===== src/sv/fdss_pkg.sv =====
// ----------------------------------------------------------------------------
// fdss_pkg
// Shared types, constants and decode tables for the four-digit
// seven-segment scan unit.
// ----------------------------------------------------------------------------
package fdss_pkg;

    // All segments dark (active low)
    localparam logic [6:0] SEG_BLANK = 7'h7F;

    // Config register indexes
    localparam int REG_POINT_OFF_MASK = 0;

    // One result toward the pins
    typedef struct packed {
        logic       strobe;
        logic [3:0] digit_select;
        logic [6:0] segments;
        logic       point;
        logic       blanking;
        logic       last;
    } t_result;

    // 10^n, elaboration only
    function automatic int f_pow10_int(input int n);
        int p;
        p = 1;
        for (int i = 0; i < n; i++) begin
            p = p * 10;
        end
        return p;
    endfunction

    // 10^n as a small constant table, n up to 7
    function automatic logic [26:0] f_pow10(input logic [2:0] n);
        logic [26:0] p;
        unique case (n)
            3'd0: p = 27'd1;
            3'd1: p = 27'd10;
            3'd2: p = 27'd100;
            3'd3: p = 27'd1000;
            3'd4: p = 27'd10000;
            3'd5: p = 27'd100000;
            3'd6: p = 27'd1000000;
            3'd7: p = 27'd10000000;
            default: p = 27'd1;
        endcase
        return p;
    endfunction

    // Common-anode a-g pattern, bit 0 is a, 0 lights
    function automatic logic [6:0] f_seg(input logic [3:0] digit);
        logic [6:0] s;
        unique case (digit)
            4'd0: s = 7'h40;
            4'd1: s = 7'h79;
            4'd2: s = 7'h24;
            4'd3: s = 7'h30;
            4'd4: s = 7'h19;
            4'd5: s = 7'h12;
            4'd6: s = 7'h02;
            4'd7: s = 7'h78;
            4'd8: s = 7'h00;
            default: s = 7'h10;  // nine, and clipped codes above nine
        endcase
        return s;
    endfunction

endpackage


===== src/sv/fdss_front.sv =====
// ----------------------------------------------------------------------------
// fdss_front
// Takes a value, saturates it and peels off one decimal digit per cycle,
// most significant first, then hands the digit word to the queue.
// ----------------------------------------------------------------------------
module fdss_front
    import fdss_pkg::*;
#(
    parameter int DIGIT_COUNT = 4
) (
    input  logic                       i_clk,
    input  logic                       i_rst_n,
    input  logic                       i_start,
    input  logic [13:0]                i_value,
    output logic                       o_busy,
    output logic                       o_push,
    output logic [4*DIGIT_COUNT-1:0]   o_digits,
    input  logic                       i_push_ready
);

    localparam int PW    = (DIGIT_COUNT > 1) ? $clog2(DIGIT_COUNT) : 1;
    localparam int LIMIT = f_pow10_int(DIGIT_COUNT) - 1;

    localparam logic [1:0] ST_IDLE = 2'd0;
    localparam logic [1:0] ST_CONV = 2'd1;
    localparam logic [1:0] ST_PUSH = 2'd2;

    logic [1:0]                 r_state, n_state;
    logic [PW-1:0]              r_pos;
    logic [13:0]                r_val;
    logic [4*DIGIT_COUNT-1:0]   r_digits;

    logic                       w_accept;
    logic [13:0]                w_sat;
    logic [2:0]                 w_exp;
    logic [26:0]                w_pow;
    logic [26:0]                w_mult;
    logic [26:0]                w_sub;
    logic [3:0]                 w_digit;
    logic [13:0]                w_rem;

    assign o_busy   = (r_state != ST_IDLE) && !((r_state == ST_PUSH) && i_push_ready);
    assign w_accept = i_start && !o_busy;
    assign o_push   = (r_state == ST_PUSH);
    assign o_digits = r_digits;

    assign w_sat = ({18'd0, i_value} > 32'(LIMIT)) ? 14'(LIMIT) : i_value;

    // digit = largest k with k * 10^exp <= value
    always_comb begin
        w_exp   = 3'(DIGIT_COUNT - 1) - 3'(r_pos);
        w_pow   = f_pow10(w_exp);
        w_digit = 4'd0;
        w_sub   = 27'd0;
        w_mult  = 27'd0;
        for (int k = 1; k <= 9; k++) begin
            w_mult = w_pow * 27'(k);
            if ({13'd0, r_val} >= w_mult) begin
                w_digit = 4'(k);
                w_sub   = w_mult;
            end
        end
        w_rem = r_val - w_sub[13:0];
    end

    always_comb begin
        n_state = r_state;
        unique case (r_state)
            ST_IDLE: if (w_accept) n_state = ST_CONV;
            ST_CONV: if (r_pos == PW'(DIGIT_COUNT - 1)) n_state = ST_PUSH;
            ST_PUSH: begin
                if (i_push_ready) n_state = w_accept ? ST_CONV : ST_IDLE;
            end
            default: n_state = ST_IDLE;
        endcase
    end

    always_ff @(posedge i_clk) begin
        if (!i_rst_n) begin
            r_state <= ST_IDLE;
        end else begin
            r_state <= n_state;
        end
    end

    always_ff @(posedge i_clk) begin
        if (w_accept) begin
            r_val <= w_sat;
            r_pos <= '0;
        end else if (r_state == ST_CONV) begin
            r_digits[r_pos*4 +: 4] <= w_digit;
            r_val                  <= w_rem;
            if (r_pos != PW'(DIGIT_COUNT - 1)) r_pos <= r_pos + PW'(1);
        end
    end

endmodule


===== src/sv/fdss_queue.sv =====
// ----------------------------------------------------------------------------
// fdss_queue
// Two-entry queue of digit words between front and back.
// ----------------------------------------------------------------------------
module fdss_queue
    import fdss_pkg::*;
#(
    parameter int WIDTH = 16
) (
    input  logic             i_clk,
    input  logic             i_rst_n,
    input  logic             i_push,
    input  logic [WIDTH-1:0] i_data,
    output logic             o_ready,
    input  logic             i_pop,
    output logic             o_valid,
    output logic [WIDTH-1:0] o_data
);

    logic [WIDTH-1:0] r_mem [2];
    logic             r_wp, r_rp;
    logic [1:0]       r_cnt;
    logic             w_wr, w_rd;

    assign o_ready = (r_cnt != 2'd2);
    assign o_valid = (r_cnt != 2'd0);
    assign o_data  = r_mem[r_rp];
    assign w_wr    = i_push && o_ready;
    assign w_rd    = i_pop && o_valid;

    always_ff @(posedge i_clk) begin
        if (!i_rst_n) begin
            r_wp  <= 1'b0;
            r_rp  <= 1'b0;
            r_cnt <= 2'd0;
        end else begin
            if (w_wr) r_wp <= ~r_wp;
            if (w_rd) r_rp <= ~r_rp;
            r_cnt <= r_cnt + 2'(w_wr) - 2'(w_rd);
        end
    end

    always_ff @(posedge i_clk) begin
        if (w_wr) r_mem[r_wp] <= i_data;
    end

endmodule


===== src/sv/fdss_back.sv =====
// ----------------------------------------------------------------------------
// fdss_back
// Scans one digit word: per position a digit phase then a blanking phase,
// one registered result per cycle while a word is being scanned.
// ----------------------------------------------------------------------------
module fdss_back
    import fdss_pkg::*;
#(
    parameter int DIGIT_COUNT = 4
) (
    input  logic                       i_clk,
    input  logic                       i_rst_n,
    input  logic                       i_valid,
    input  logic [4*DIGIT_COUNT-1:0]   i_digits,
    output logic                       o_pop,
    input  logic [3:0]                 i_point_off_mask,
    output t_result                    o_result
);

    localparam int PW = (DIGIT_COUNT > 1) ? $clog2(DIGIT_COUNT) : 1;

    logic                       r_busy;
    logic                       r_half;
    logic [PW-1:0]              r_pos;
    logic [4*DIGIT_COUNT-1:0]   r_digits;
    t_result                    r_result;

    logic                       w_last_pos;
    logic                       w_done;
    logic                       w_in_range;
    logic [3:0]                 w_sel;
    logic [3:0]                 w_mask_sh;

    assign w_last_pos = (r_pos == PW'(DIGIT_COUNT - 1));
    assign w_done     = r_busy && r_half && w_last_pos;
    assign o_pop      = i_valid && (!r_busy || w_done);
    assign o_result   = r_result;

    assign w_in_range = (int'(r_pos) < 4);
    assign w_sel      = w_in_range ? 4'(4'b0001 << r_pos) : 4'd0;
    assign w_mask_sh  = i_point_off_mask >> r_pos;

    always_ff @(posedge i_clk) begin
        if (!i_rst_n) begin
            r_busy <= 1'b0;
        end else begin
            if (o_pop) begin
                r_busy <= 1'b1;
            end else if (w_done) begin
                r_busy <= 1'b0;
            end
        end
    end

    always_ff @(posedge i_clk) begin
        if (o_pop) begin
            r_digits <= i_digits;
            r_pos    <= '0;
            r_half   <= 1'b0;
        end else if (r_busy) begin
            r_half <= ~r_half;
            if (r_half && !w_last_pos) r_pos <= r_pos + PW'(1);
        end
        if (!i_rst_n) begin
            r_result.strobe <= 1'b0;
        end else begin
            r_result.strobe <= r_busy;
        end
        r_result.digit_select <= w_sel;
        r_result.segments     <= r_half ? SEG_BLANK : f_seg(r_digits[r_pos*4 +: 4]);
        r_result.point        <= r_half ? 1'b1 : (w_in_range ? w_mask_sh[0] : 1'b1);
        r_result.blanking     <= r_half;
        r_result.last         <= r_half && w_last_pos;
    end

endmodule


===== src/sv/four_digit_seven_segment_scan_unit.sv =====
// ----------------------------------------------------------------------------
// four_digit_seven_segment_scan_unit
// Multiplexed seven-segment scan driver: value in, digit and blanking
// phases out, one per cycle while a value is scanned.
// ----------------------------------------------------------------------------
// A value is taken on start while busy is low. It is clamped to the largest
// number the digits can show (9999 with four digits) and each position,
// leftmost first, produces two results on o_strobe: the digit phase
// (one-hot select, active-low a-g, active-low point from point_off_mask)
// and a blanking phase with the same select and everything dark. The
// eighth result (2*DIGIT_COUNT in general) carries o_last. A value's
// results come out on consecutive cycles with no gaps and the receiver
// cannot stall them, the scan stage emitting one result per cycle while
// it scans a value. The digit splitter in front feeds a two-entry queue,
// so it works ahead while the scan stage is still busy.
// ----------------------------------------------------------------------------
module four_digit_seven_segment_scan_unit
    import fdss_pkg::*;
#(
    parameter int DIGIT_COUNT = 4
) (
    input  logic        i_clk,
    input  logic        i_rst_n,
    // command side
    input  logic        start,
    output logic        busy,
    input  logic [13:0] i_value,
    // result side
    output logic        o_strobe,
    output logic [3:0]  o_digit_select,
    output logic [6:0]  o_segments,
    output logic        o_point,
    output logic        o_blanking,
    output logic        o_last,
    // config port
    input  logic        psel,
    input  logic        penable,
    input  logic        pwrite,
    input  logic [2:0]  paddr,
    input  logic [31:0] pwdata,
    output logic [31:0] prdata,
    output logic        pready
);

    localparam int DW = 4 * DIGIT_COUNT;

    logic [3:0]     r_point_off_mask;
    logic           w_cfg_sel;
    logic           w_push, w_push_ready;
    logic [DW-1:0]  w_front_digits;
    logic           w_q_valid, w_pop;
    logic [DW-1:0]  w_q_digits;
    t_result        w_result;

    // Config: one register, byte address 4*index, paddr[2] is the index
    assign pready    = 1'b1;
    assign w_cfg_sel = (paddr[2] == 1'(REG_POINT_OFF_MASK));
    assign prdata    = w_cfg_sel ? {28'd0, r_point_off_mask} : 32'd0;

    always_ff @(posedge i_clk) begin
        if (!i_rst_n) begin
            r_point_off_mask <= 4'hF;
        end else if (psel && penable && pwrite && pready && w_cfg_sel) begin
            r_point_off_mask <= pwdata[3:0];
        end
    end

    // Front: clamp and split into digits
    fdss_front #(
        .DIGIT_COUNT (DIGIT_COUNT)
    ) u_front (
        .i_clk        (i_clk),
        .i_rst_n      (i_rst_n),
        .i_start      (start),
        .i_value      (i_value),
        .o_busy       (busy),
        .o_push       (w_push),
        .o_digits     (w_front_digits),
        .i_push_ready (w_push_ready)
    );

    // Decoupling queue
    fdss_queue #(
        .WIDTH (DW)
    ) u_queue (
        .i_clk   (i_clk),
        .i_rst_n (i_rst_n),
        .i_push  (w_push),
        .i_data  (w_front_digits),
        .o_ready (w_push_ready),
        .i_pop   (w_pop),
        .o_valid (w_q_valid),
        .o_data  (w_q_digits)
    );

    // Back: scan positions, one transfer per cycle while scanning
    fdss_back #(
        .DIGIT_COUNT (DIGIT_COUNT)
    ) u_back (
        .i_clk            (i_clk),
        .i_rst_n          (i_rst_n),
        .i_valid          (w_q_valid),
        .i_digits         (w_q_digits),
        .o_pop            (w_pop),
        .i_point_off_mask (r_point_off_mask),
        .o_result         (w_result)
    );

    assign o_strobe       = w_result.strobe;
    assign o_digit_select = w_result.digit_select;
    assign o_segments     = w_result.segments;
    assign o_point        = w_result.point;
    assign o_blanking     = w_result.blanking;
    assign o_last         = w_result.last;

    // last only ever marks a blanking transfer
    a_last_is_blank: assert property (@(posedge i_clk) disable iff (!i_rst_n)
        (o_strobe && o_last) |-> o_blanking)
        else $error("last on a digit phase");

    // a blanking phase keeps the select of the digit phase just before it
    a_blank_follows_digit: assert property (@(posedge i_clk) disable iff (!i_rst_n)
        (o_strobe && o_blanking) |->
            ($past(o_strobe) && !$past(o_blanking)
             && o_digit_select == $past(o_digit_select)))
        else $error("blanking phase out of order");

    // blanking phase is fully dark
    a_blank_dark: assert property (@(posedge i_clk) disable iff (!i_rst_n)
        (o_strobe && o_blanking) |-> (o_segments == SEG_BLANK && o_point))
        else $error("blanking phase lights a segment");

    // at most one position selected
    a_sel_onehot: assert property (@(posedge i_clk) disable iff (!i_rst_n)
        o_strobe |-> $onehot0(o_digit_select))
        else $error("digit select not one-hot");

endmodule

===== config.mk =====
export PLATFORM = sky130hd
export DESIGN_NAME = four_digit_seven_segment_scan_unit
export DESIGN_NICKNAME = d
export VERILOG_FILES = /design/src/sv/fdss_pkg.sv /design/src/sv/fdss_front.sv /design/src/sv/fdss_queue.sv /design/src/sv/fdss_back.sv /design/src/sv/four_digit_seven_segment_scan_unit.sv
export SDC_FILE = /design/constraint.sdc
export NUM_CORES = 1
export LEC_CHECK = 0
export CORE_MARGIN = 1.5
export CORE_UTILIZATION = 35
export DETAILED_ROUTE_END_ITERATION = 7
export DONT_BUFFER_PORTS = 1
export GPL_ROUTABILITY_DRIVEN = 0
export PLACE_DENSITY_LB_ADDON = 0.05
export REMOVE_ABC_BUFFERS = 1
export SLEW_MARGIN = 0
export SYNTH_ARGS = -nofsm -noshare
export SYNTH_HDL_FRONTEND = slang
export SYNTH_SLANG_ARGS = --single-unit

===== constraint.sdc =====
create_clock -name i_clk -period 6.69 [get_ports i_clk]
set_clock_uncertainty 0.05 [all_clocks]
set_input_delay 1.0035 -clock i_clk [delete_from_list [all_inputs] [get_ports i_clk]]
set_output_delay 1.0035 -clock i_clk [all_outputs]
set_load 0.005 [all_outputs]

## Yosys cells after proc, flatten, opt, wreduce, memory -nomap -nowiden

Memory sizes are Yosys's and may differ from the RTL's. A register that Yosys moved wholly into a read port is not among the register bits.
Index checks and enable logic that the tools add are counted.

- $add $sub $neg: 7
- Multiply operators: 5
- Order comparisons: 10
- Equal/unequal tests: 9
- Shifts and indexed selects: 5
- Muxes and demuxes: 32
- Bitwise operators: 5
- Reductions and logical operators: 26

Operators with widths:

| kind | number |
|---|---|
| $ge 14x27->1 | 9 |
| $mux 14 | 12 |
| $mul 27x3->27 const B | 2 |
| $neg 4->34 | 1 |
| $shift 4x34->16 const A | 1 |
| $shiftx 4x34->16 | 1 |
| $mul 27x2->26 const B | 1 |
| $mul 27x2->27 const B | 1 |
| $mul 27x4->27 const B | 1 |
| $bwmux 16 | 1 |
| $shiftx 16x5->4 | 1 |
| $gt 14x14->1 const B | 1 |
| $sub 14x14->14 | 1 |
| $logic_and 1x1->1 | 12 |
| $mux 3 | 4 |
| $mux 4 | 3 |
| $mux 2 | 5 |
| $reduce_bool 2->1 | 4 |
| $eq 2x2->1 const B | 3 |
| $mux 1 | 6 |
| $ne 2x2->1 const B | 3 |
| $pmux 2 s3 | 1 |
| $reduce_and 2->1 | 3 |
| $not 1->1 | 5 |
| 12 further kinds | 17 |

- Flip-flop bits (word level): 54
- RAM bits: 32
- Bits in read-only memories: 280
- Bits of input ports: 55
- Output and inout bits: 49
- Logic and storage cells: 118
- Memories kept: 3

Memory list:

| name | words | width | rd ports | clocked after memory_dff | wr ports | RTL line | text |
|---|---|---|---|---|---|---|---|
| (no name shown) | 8 | 21 | 1 | 0 | 0 | fdss_pkg.sv:37 | `unique case (n)` |
| (no name shown) | 16 | 7 | 1 | 1 | 0 | fdss_pkg.sv:54 | `unique case (digit)` |
| u_queue.r_mem | 2 | 16 | 1 | 1 | 1 | fdss_queue.sv:20 | `logic [WIDTH-1:0] r_mem [2];` |

## Depth between registers and ports, before layout

Gate-level depths: netlist of the first run.
An unclocked memory read counts as a cell.

- Word-level depth: 15
- Depth in mapped cells: 31
- Depth with buffers taken out: 27

## Hierarchy

A second synthesis of the first run with hierarchy kept.

- Cell total of the unflattened synthesis: 833
- Area total of the unflattened synthesis: 8,224.1 um2

By module, submodules not included:

| module | instances | cells an instance | area each (um2) |
|---|---|---|---|
| fdss_front | 1 | 614 | 4,957.3 |
| fdss_queue | 1 | 74 | 1,445.1 |
| fdss_back | 1 | 92 | 1,376.3 |
| four_digit_seven_segment_scan_unit | 1 | 53 | 445.4 |

## Worst setup path after synthesis of the first run

Ideal clock, no wire load.

- Kind: flip-flop to flip-flop
- From: reg u_front.r_pos[0]
- To: reg u_front.r_val[12], data pin
- Library setup time: 135 ps
- Data arrival time: 6,183 ps
- Data required time: 6,505 ps
- Setup slack: 322 ps
- Stages on the path, launching flop included: 31
- Buffers on the path: 3
- Clock period less this slack: 6,368 ps
- Cells stage by stage: dfxtp_1 > clkbuf_1 > inv_1 > ha_1 > clkbuf_1 > clkbuf_1 > xnor2_1 > inv_1 > ha_1 > nand2_1 > o21ai_0 > a22oi_1 > o21ai_0 > ha_1 > a21o_1 > a21o_1 > a2111oi_0 > nor2_1 > a21o_1 > o21ai_1 > a21oi_1 > ha_1 > fa_1 > nor2b_1 > o21ai_0 > a21boi_0 > o211ai_1 > a21oi_1 > nor3_1 > or4_1 > nand3_1

- Word-level cells in the longest chain between the ends: 15

RTL lines:

| what | RTL line | text |
|---|---|---|
| start, declared | fdss_front.sv:29 | `logic [PW-1:0] r_pos;` |
| start signal, assigned | fdss_front.sv:93 | `if (r_pos != PW'(DIGIT_COUNT - 1)) r_pos <= r_pos + PW'(1);` |
| $sub 2x2->3 * | fdss_front.sv:51 | `w_exp = 3'(DIGIT_COUNT - 1) - 3'(r_pos);` |
| $mem_v2 8x21 * | -- |  |
| net u_front.w_pow[3] | fdss_front.sv:36 | `logic [26:0] w_pow;` |
| branches (longest 9 deep; another with $mul 27x2->27) | -- |  |
| $mux 14 * | fdss_front.sv:58 | `if ({13'd0, r_val} >= w_mult) begin` |
| $sub 14x14->14 * | fdss_front.sv:63 | `w_rem = r_val - w_sub[13:0];` |
| $mux 14 * | fdss_front.sv:90 | `end else if (r_state == ST_CONV) begin` |
| $mux 14 * | fdss_front.sv:87 | `if (w_accept) begin` |
| end signal, assigned | fdss_front.sv:88 | `r_val <= w_sat;` |
| end signal, assigned | fdss_front.sv:92 | `r_val <= w_rem;` |
| end, declared | fdss_front.sv:30 | `logic [13:0] r_val;` |

Mark *: on every way through the listed nets, which the timed path passes. The select of a mux whose other input is x is not followed.
A chain may end at the register's enable or synchronous reset.

## Final worst setup path of the first run

- From: reg u_front.r_pos[1]
- To: reg u_front.r_val[12], data pin

- Word-level cells in the longest chain between the ends: 15

RTL lines:

| what | RTL line |
|---|---|
| $sub 2x2->3 * | fdss_front.sv:51 |
| $mem_v2 8x21 * | -- |
| branches (longest 9 deep; another with $mul 27x2->27) | -- |
| $mux 14 * | fdss_front.sv:58 |
| $sub 14x14->14 * | fdss_front.sv:63 |
| $mux 14 * | fdss_front.sv:90 |
| $mux 14 * | fdss_front.sv:87 |

Mark *: on every way between the ends. The select of a mux whose other input is x is not followed.

==> results of run 1 <==
[worst paths after layout]
kind                                      start                             to  depth (start not counted)
setup / recovery  u_front.r_pos[1]$_SDFFE_PP0P_    u_front.r_val[12]$_DFFE_PP_                         25
hold / removal    u_front.o_digits[3]$_DFFE_PP_  u_queue.r_mem[0][3]$_DFFE_PP_                          0
setup reg to reg  u_front.r_pos[1]$_SDFFE_PP0P_    u_front.r_val[12]$_DFFE_PP_                         25
hold reg to reg   u_front.o_digits[3]$_DFFE_PP_  u_queue.r_mem[0][3]$_DFFE_PP_                          0
[synthesized netlist by cell type (16+ instances only)]
cell | instances | area (sq um)
sky130_fd_sc_hd__buf_4 | 30 | 225.2
sky130_fd_sc_hd__o21ai_0 | 37 | 185.2
sky130_fd_sc_hd__dfxtp_1 | 31 | 620.6
sky130_fd_sc_hd__edfxtp_1 | 78 | 2342
sky130_fd_sc_hd__nand3_1 | 17 | 85.08
sky130_fd_sc_hd__a21oi_1 | 51 | 255.2
sky130_fd_sc_hd__mux2_2 | 19 | 214.0
sky130_fd_sc_hd__nand2_1 | 75 | 281.5
sky130_fd_sc_hd__inv_1 | 28 | 105.1
sky130_fd_sc_hd__ha_1 | 93 | 1164
sky130_fd_sc_hd__nor2b_1 | 16 | 100.1
sky130_fd_sc_hd__nor3_1 | 25 | 125.1
sky130_fd_sc_hd__nor2_1 | 55 | 206.5
sky130_fd_sc_hd__clkbuf_1 | 17 | 63.81
[per-layer routing]
| metal | vias up | global-route usage, % | wire length (um) |
|---|---|---|---|
| met3 | 40 | 2.875 | 695 |
| met5 | - | 0 | 0 |
| met1 | 2961 | 23.43 | 9899 |
| met4 | 0 | 10.54 | 1095 |
| met2 | 159 | 32.77 | 10910 |
| li1 | 2992 | - | - |
[layout make-up]
type	instances	area (sq um)	share of cell area, %
clock buffers	11	242.7	2.830
clock inverters	5	41.29	0.4813
inverters	29	112.6	1.313
multi-input cells	644	4697	54.75
flip-flops and latches	109	2963	34.54
well taps	285	356.6	4.157
repair buffers	22	165.2	1.925
[critical path: stages, from the launching register on]
cell	delay (ns)
sky130_fd_sc_hd__dfxtp_1	0.40
sky130_fd_sc_hd__inv_1	0.19
sky130_fd_sc_hd__ha_2	0.50
sky130_fd_sc_hd__nand2_1	0.18
sky130_fd_sc_hd__and2_1	0.20
sky130_fd_sc_hd__fa_1	0.43
sky130_fd_sc_hd__xor2_1	0.27
sky130_fd_sc_hd__ha_1	0.28
sky130_fd_sc_hd__o21ai_0	0.08
sky130_fd_sc_hd__nor3_1	0.09
sky130_fd_sc_hd__a2111oi_0	0.51
sky130_fd_sc_hd__nor2_1	0.13
sky130_fd_sc_hd__a21o_1	0.19
sky130_fd_sc_hd__o21ai_1	0.14
sky130_fd_sc_hd__buf_4	0.17
sky130_fd_sc_hd__a21oi_1	0.11
sky130_fd_sc_hd__ha_1	0.26
sky130_fd_sc_hd__fa_1	0.40
sky130_fd_sc_hd__nor2b_1	0.12
sky130_fd_sc_hd__o21ai_0	0.13
sky130_fd_sc_hd__a21boi_1	0.25
sky130_fd_sc_hd__o211ai_1	0.16
sky130_fd_sc_hd__a21oi_1	0.23
sky130_fd_sc_hd__nor3_1	0.11
sky130_fd_sc_hd__or4_1	0.47
sky130_fd_sc_hd__nand3_1	0.08
[stage by stage]
| step | worst slack, ns | cells | cell area (sq um) |
|---|---|---|---|
| final | 0.4121 | 1105 | 8578 |
| after global routing | 0.002170 | 1105 | 8578 |
| after CTS | 0.2021 | 1105 | 8542 |
| after global placement | 0.2480 | 1089 | 8258 |
| after floorplan | 0.3496 | 782 | 7734 |
| after detailed placement | 0.2330 | 1089 | 8258 |
[logic make-up (layout without fill, tap and decap cells)]
logic type | after synthesis | after routing | share of synthesized area [%]
flip-flops | 109 | 109 | 37.18
XOR/XNOR | 18 | 18 | 1.978
adder cells (fa/ha/maj) | 96 | 96 | 15.23
AND/OR/NAND/NOR | 250 | 250 | 15.53
buffers and inverters | 85 | 67 | 5.589
multiplexers | 33 | 33 | 5.072
AO/OA/AOI/OAI | 218 | 218 | 19.33
other | 2 | 29 | 0.09424
[flip-flops by register name (all words and copies together), names as in the netlist]
register,count
u_queue.r_mem,32
u_back.r_digits,16
u_front.o_digits,16
u_back.o_result,15
u_front.r_val,14
r_point_off_mask,4
u_back.r_pos,2
u_front.r_pos,2
u_front.r_state,2
u_queue.r_cnt,2
u_back.r_busy,1
u_back.r_half,1
u_queue.r_rp,1
u_queue.r_wp,1
==> metrics list, run 1 <==
- Max Buffers Root-to-Sink: 2
* Post-Route WL: roughly 23000 um
- Starting utilization of the core area: 35.41%
- DR pass1 iterations: 5
- approximately 100 I/O pins were placed.
* Die ar.: 23680 sq um
- HPWL reported at the end of detailed placement: about 17000 um
- Clock-pin slew was measured on the worst setup and hold paths at roughly 0.08 ns.
* Buffer type at the clock tree root: sky130_fd_sc_hd__clkbuf_16
* Setup violations, final: 0
- For this run, the leading register cell type out of synthesis is sky130_fd_sc_hd__edfxtp_1.
- Number of instances in the synthesized netlist: 811
* TritonCTS Buffers: 9
* GR Util All Layers: around a fifth
- The H-tree was split into 3 levels.
- TritonCTS built the clock tree.
- The clock period could shrink to 6.278 ns.
- The via count of the first global-routing pass is 6031.
- Dividing the detail-routed via count by the number of cells gives 5.567.
- Yosys warning count: 0
* Final hold slack: approximately 0.4 ns
- The tool flagged a number of max-cap violations equal to 0.
* Placeable core region: about 23000 sq um
- The max-slew violation total from the final report came to 0.
- Synthesized flop and latch total: 109
- The worst setup path is launched from a flip-flop.
- At the later pin of the worst-skew pair, clock insertion delay measures 0.35 ns.
- The detail route stage leaves a number of antenna-violating nets equal to 0.
- Leaving out fill and tap cells, the most frequent cell in the layout is sky130_fd_sc_hd__ha_1.
* Floorplan die width: approximately 150 um
- Fillers: 2272
- Net total in the final layout: around 970
* Accumulated negative setup slack: 0 ns
- Entering global routing, the biggest net connects 24 pins.
- Post-cts resize count: 0
- The initial antenna violation count came to 0.
- Port Buffers: 0
* Path category of the worst min-delay check: flip-flop to flip-flop
- For this run, asynchronously set or reset flops after synthesis account for 0%.
* Final hold violation count: 0
- Across all layers, the routed design uses ~6000 vias.
- Top library cells by usage in the layout, fill and taps aside: 92 x sky130_fd_sc_hd__ha_1, 78 x sky130_fd_sc_hd__edfxtp_1, 75 x sky130_fd_sc_hd__nand2_1
- Post-synth cell types: 87
* Data required time of the worst path: slightly below 7 ns
- Total DRC errors in the routed layout: 0
- Proportion of layout cells with a drive suffix above 1: about 13%
- Buffers added to address setup during post-CTS repair amount to 0.
* Outcome: finished clean
* Number of inserted diodes: 0
- Post-synth EDFFs: between 70 and 80
* R2R Setup Slk: between 0.4 and 0.5 ns
- Post-Synthesis Mean Instance Area: just under 10 sq um
- Fraction of the cycle the final worst path needs: between 90 and 100%
* RSZ-0062 raised after global routing: false
- After the first detailed-routing iteration, the DRC count stood at roughly 390.
- Die Ht: about 150 um
- The synthesized netlist occupies a cell area of ~8000 sq um.
- Area Overhead vs Synth: 7.646%
- For this run, the top clock speed supported by timing is between 0.15 and 0.2 GHz.
- Data on the critical path arrives at its endpoint at around 6.5 ns.
* Global route total overflow: 0
* CP Capture Type: flip-flop
* Total of hold buffers inserted after clock tree synthesis: 0
- The clock net in this run drives a total of 109 sinks.
- Summing the sequential cell areas from Yosys gives roughly 37% of the chip area.
- Headroom to the max-slew limit came out at roughly two fifths.
- Worst slew pin tran: 0.9237 ns
* Crit-path max FO: 9
- Measured on the finished design, the core utilization comes to roughly two fifths.
* Critical path start-end classification: flip-flop to flip-flop
* Number of standard-cell rows in the floorplan: 55
- The first global-routing pass estimated between 30000 and 40000 um of wire.
- Wire per inst: roughly 20 um
Power of run 1 is left out: the tool's default activity adds up to more than one toggle a clock period on the data nets, which glitch-free logic cannot reach.
==> run 2, diff against run 1 <==
--- a/config.mk
+++ b/config.mk
@@ -5,7 +5,6 @@
 export SDC_FILE = /design/constraint.sdc
 export NUM_CORES = 1
 export LEC_CHECK = 0
-export CORE_MARGIN = 1.5
 export CORE_UTILIZATION = 35
 export DETAILED_ROUTE_END_ITERATION = 7
 export DONT_BUFFER_PORTS = 1
==> run 2 against run 1 <==
Effect of this change:
- utilization is 0.64 points higher
- critical path depth unchanged
- first-iteration DRC count up 20%
- flip-flop and latch count is the same
- clock-buffer cell count shrank 2
- fmax grew 2.7%
- wire length grew 2.6%
- critical path type unchanged
- critical endpoint unchanged
- highest routed layer unchanged
==> metrics list, run 2 (synthesis results as in run 1) <==
* Floorplan die width: 152.9 um (-0.65%)
* Setup violations, final: 0 (unchanged)
- The cell sitting at the root of the clock tree is a sky130_fd_sc_hd__clkbuf_16.
* Via count of the first global-routing pass: 6139 (+1.8%)
- Total number of clock tree sinks: 109 (unchanged)
- Die ar.: 23380 sq um (-1.3%)
- Ports placed on the boundary: 104 (unchanged)
- Top library cells by usage in the layout, fill and taps aside: 93 x sky130_fd_sc_hd__ha_1, 78 x sky130_fd_sc_hd__edfxtp_1, 75 x sky130_fd_sc_hd__nand2_1
- Area of placed instances: 8259 sq um (about the same)
- The number of hold-slack violations in the final timing report came to 0 (unchanged).
- Fraction of the cycle the final worst path needs: 91.36% (-2.5 points)
* DRC marker count from the first detailed-route iteration: 463 (+20%)
* Dominant cell type by count on the critical path: sky130_fd_sc_hd__ha_1
- Among cell families on the critical path, the largest total delay comes from compound AO/OA/AOI/OAI gates.
- Grt met1 use: 28.56% (+5.1 points)
* Placeable core region: 22090 sq um (-1.8%)
- Vias per Instance: 5.716 (+2.7%)
* Critical path start-end classification: flip-flop to flip-flop
- Worst slew pin tran: 0.8818 ns (-0.04191 ns)
- R2R Setup Slk: 0.58 ns (+0.17 ns)
- GR Util All Layers: 20.17% (+0.91 points)
* Data required time of the worst path: 6.87 ns (about the same)
- Total number of vias: 6299 (+2.4%)
* Met3 global-route usage: 4.310% (+1.4 points)
* Clk Latency, worst-skew pair: 0.36 ns (about the same)
* Footprint of the multi-input gates: 4671 sq um (-0.56%)
* Most common library cell in the layout ignoring fill and taps: sky130_fd_sc_hd__ha_1
* Accumulated negative setup slack: 0 ns (unchanged)
- Port Buffers: 0 (unchanged)
- The total overflow reported by the global router is 0 (unchanged).
- Global-route wire length before repair: 35910 um (+2.9%)
- Crit-path max FO: 8 (-1)
* Total of hold buffers inserted after clock tree synthesis: 0 (unchanged)
* RSZ-0062 raised after global routing: false
* Starting utilization of the core area: 36.07% (+0.66 points)
- Combined buffer and inverter count along the critical path: 2 (unchanged)
- The CTS H-tree depth was 3 (unchanged).
- Critical Path Stages: 25 (unchanged)
* Worst path arrival time: 6.29 ns (-0.16 ns)
- The worst reg2reg path depth is 25 (unchanged).
* Final hold slack: 0.3882 ns (-0.007939 ns)
- The worst setup path is captured at a flip-flop.
- Top Usage Layer GRT: met2
- The fraction of final layout cells with drive strength greater than 1 came to 12.04% (-0.52 points).
- The filler-free cell count of the finished design came to 1102 (-0.27%).
* Post-placement cell count: 1085 (-0.37%)
* Net total in the final layout: 967 (+0.21%)
- Sequential cell area in the final layout: 2963 sq um (unchanged)
- Critical-path top delay cell: sky130_fd_sc_hd__or4_1
- Antenna violations before repair: 0 (unchanged)
- Total DRC errors in the routed layout: 0 (unchanged)
- The clock transition at the register clock pins on the worst setup and hold paths after CTS is 0.08 ns (about the same).
- The summed area of non-filler cells in the final layout came to 8564 sq um (-0.16%).
* Outcome: finished clean
* Post-Route WL: 23190 um (+2.6%)
- Number of inserted diodes: 0 (unchanged)
- Clock tree from TritonCTS: done
- Max Cap Viol: 0 (unchanged)
- The max-slew violation total from the final report came to 0 (unchanged).
- Number of standard-cell rows in the floorplan: 54 (-1.8%)
- The worst hold path depth came to 0 (unchanged).
- The maximum achievable frequency is 0.1636 GHz (+2.7%).
* GR Layer Usage met2: 30.06% (-2.7 points)
- The min-delay analysis places its worst path in the category flip-flop to flip-flop.
- Number of nets with antenna violations after detailed routing: 0 (unchanged)
* Maximum number of pins on one net before global-route repair: 24 (unchanged)
* Fillers: 2219 (-2.3%)
- u_queue.r_mem holds more flip-flops than any other register.
- Flip-flop count of the largest register, all copies and words added: 32 (unchanged)
* DR pass1 iterations: 5 (unchanged)
- Max Buffers Root-to-Sink: 2 (unchanged)
- Wire per inst: 21.04 um (+2.9%)
- Worst path max stage delay: 0.47 ns (-0.04 ns)
- Post-layout min period: 6.112 ns (-0.1657 ns)
- Max-Slew Margin vs Limit: 40.95% (+2.8 points)
- The die span in y was 152.9 um (-0.65%).
* HPWL reported at the end of detailed placement: 17520 um (+0.96%)
- Relative to the synthesized area, the layout overhead comes to 7.474%.
- TritonCTS Buffers: 9 (unchanged)
- Critical path startpoint category: flip-flop
run 2: final cells by class:
type	count	share of cell area, %
inverter	29	1.271
clock inverter	7	0.7743
timing repair buffer	24	2.104
clock buffer	9	2.630
sequential	109	34.59
tap	280	4.091
multi-input combinational	644	54.54
run 2: stage by stage:
step | utilization (%) | setup slack (ns)
floorplan | - | 0.3496
global placement | 37.38 | 0.4640
detailed placement | 37.38 | 0.3715
CTS | 38.70 | 0.3349
global route | 38.76 | 0.07495
finish | 38.76 | 0.5778
run 2: what timing repair did:
action | 4_1_cts | 5_1_grt
setup endpoints to repair | 0 | 2
gates resized for setup | 0 | 3
setup buffers | 0 | 1
run 2: final timing paths:
kind,start,end
setup reg to reg,u_front.r_pos[1]$_SDFFE_PP0P_,u_front.r_val[12]$_DFFE_PP_
setup / recovery,u_front.r_pos[1]$_SDFFE_PP0P_,u_front.r_val[12]$_DFFE_PP_
hold reg to reg,u_front.o_digits[3]$_DFFE_PP_,u_queue.r_mem[0][3]$_DFFE_PP_
hold / removal,u_front.o_digits[3]$_DFFE_PP_,u_queue.r_mem[0][3]$_DFFE_PP_
run 2: worst register-to-register path, cell delays in order (launching register included):
cell                        delay [ns]
sky130_fd_sc_hd__dfxtp_1          0.42
sky130_fd_sc_hd__inv_1            0.18
sky130_fd_sc_hd__ha_1             0.35
sky130_fd_sc_hd__inv_1            0.09
sky130_fd_sc_hd__nand2_1          0.12
sky130_fd_sc_hd__and2_1           0.21
sky130_fd_sc_hd__fa_1             0.44
sky130_fd_sc_hd__xor2_1           0.34
sky130_fd_sc_hd__ha_1             0.30
sky130_fd_sc_hd__o21ai_0          0.09
sky130_fd_sc_hd__nor3_1           0.08
sky130_fd_sc_hd__a2111oi_2        0.41
sky130_fd_sc_hd__nor2_1           0.11
sky130_fd_sc_hd__a21o_1           0.18
sky130_fd_sc_hd__o21ai_1          0.24
sky130_fd_sc_hd__a21oi_1          0.19
sky130_fd_sc_hd__ha_1             0.27
sky130_fd_sc_hd__fa_1             0.41
sky130_fd_sc_hd__nor2b_1          0.11
sky130_fd_sc_hd__o21ai_0          0.12
sky130_fd_sc_hd__a21boi_1         0.26
sky130_fd_sc_hd__o211ai_1         0.15
sky130_fd_sc_hd__a21oi_1          0.21
sky130_fd_sc_hd__nor3_1           0.10
sky130_fd_sc_hd__or4_1            0.47
sky130_fd_sc_hd__nand3_1          0.08
run 2: routing by layer:
layer	share of wire (%)	vias up
li1	-	3005
met4	2.8	0
met2	42	236
met1	49	3016
met3	6.1	42
met5	0	-
Power of run 2 is left out for the same reason.
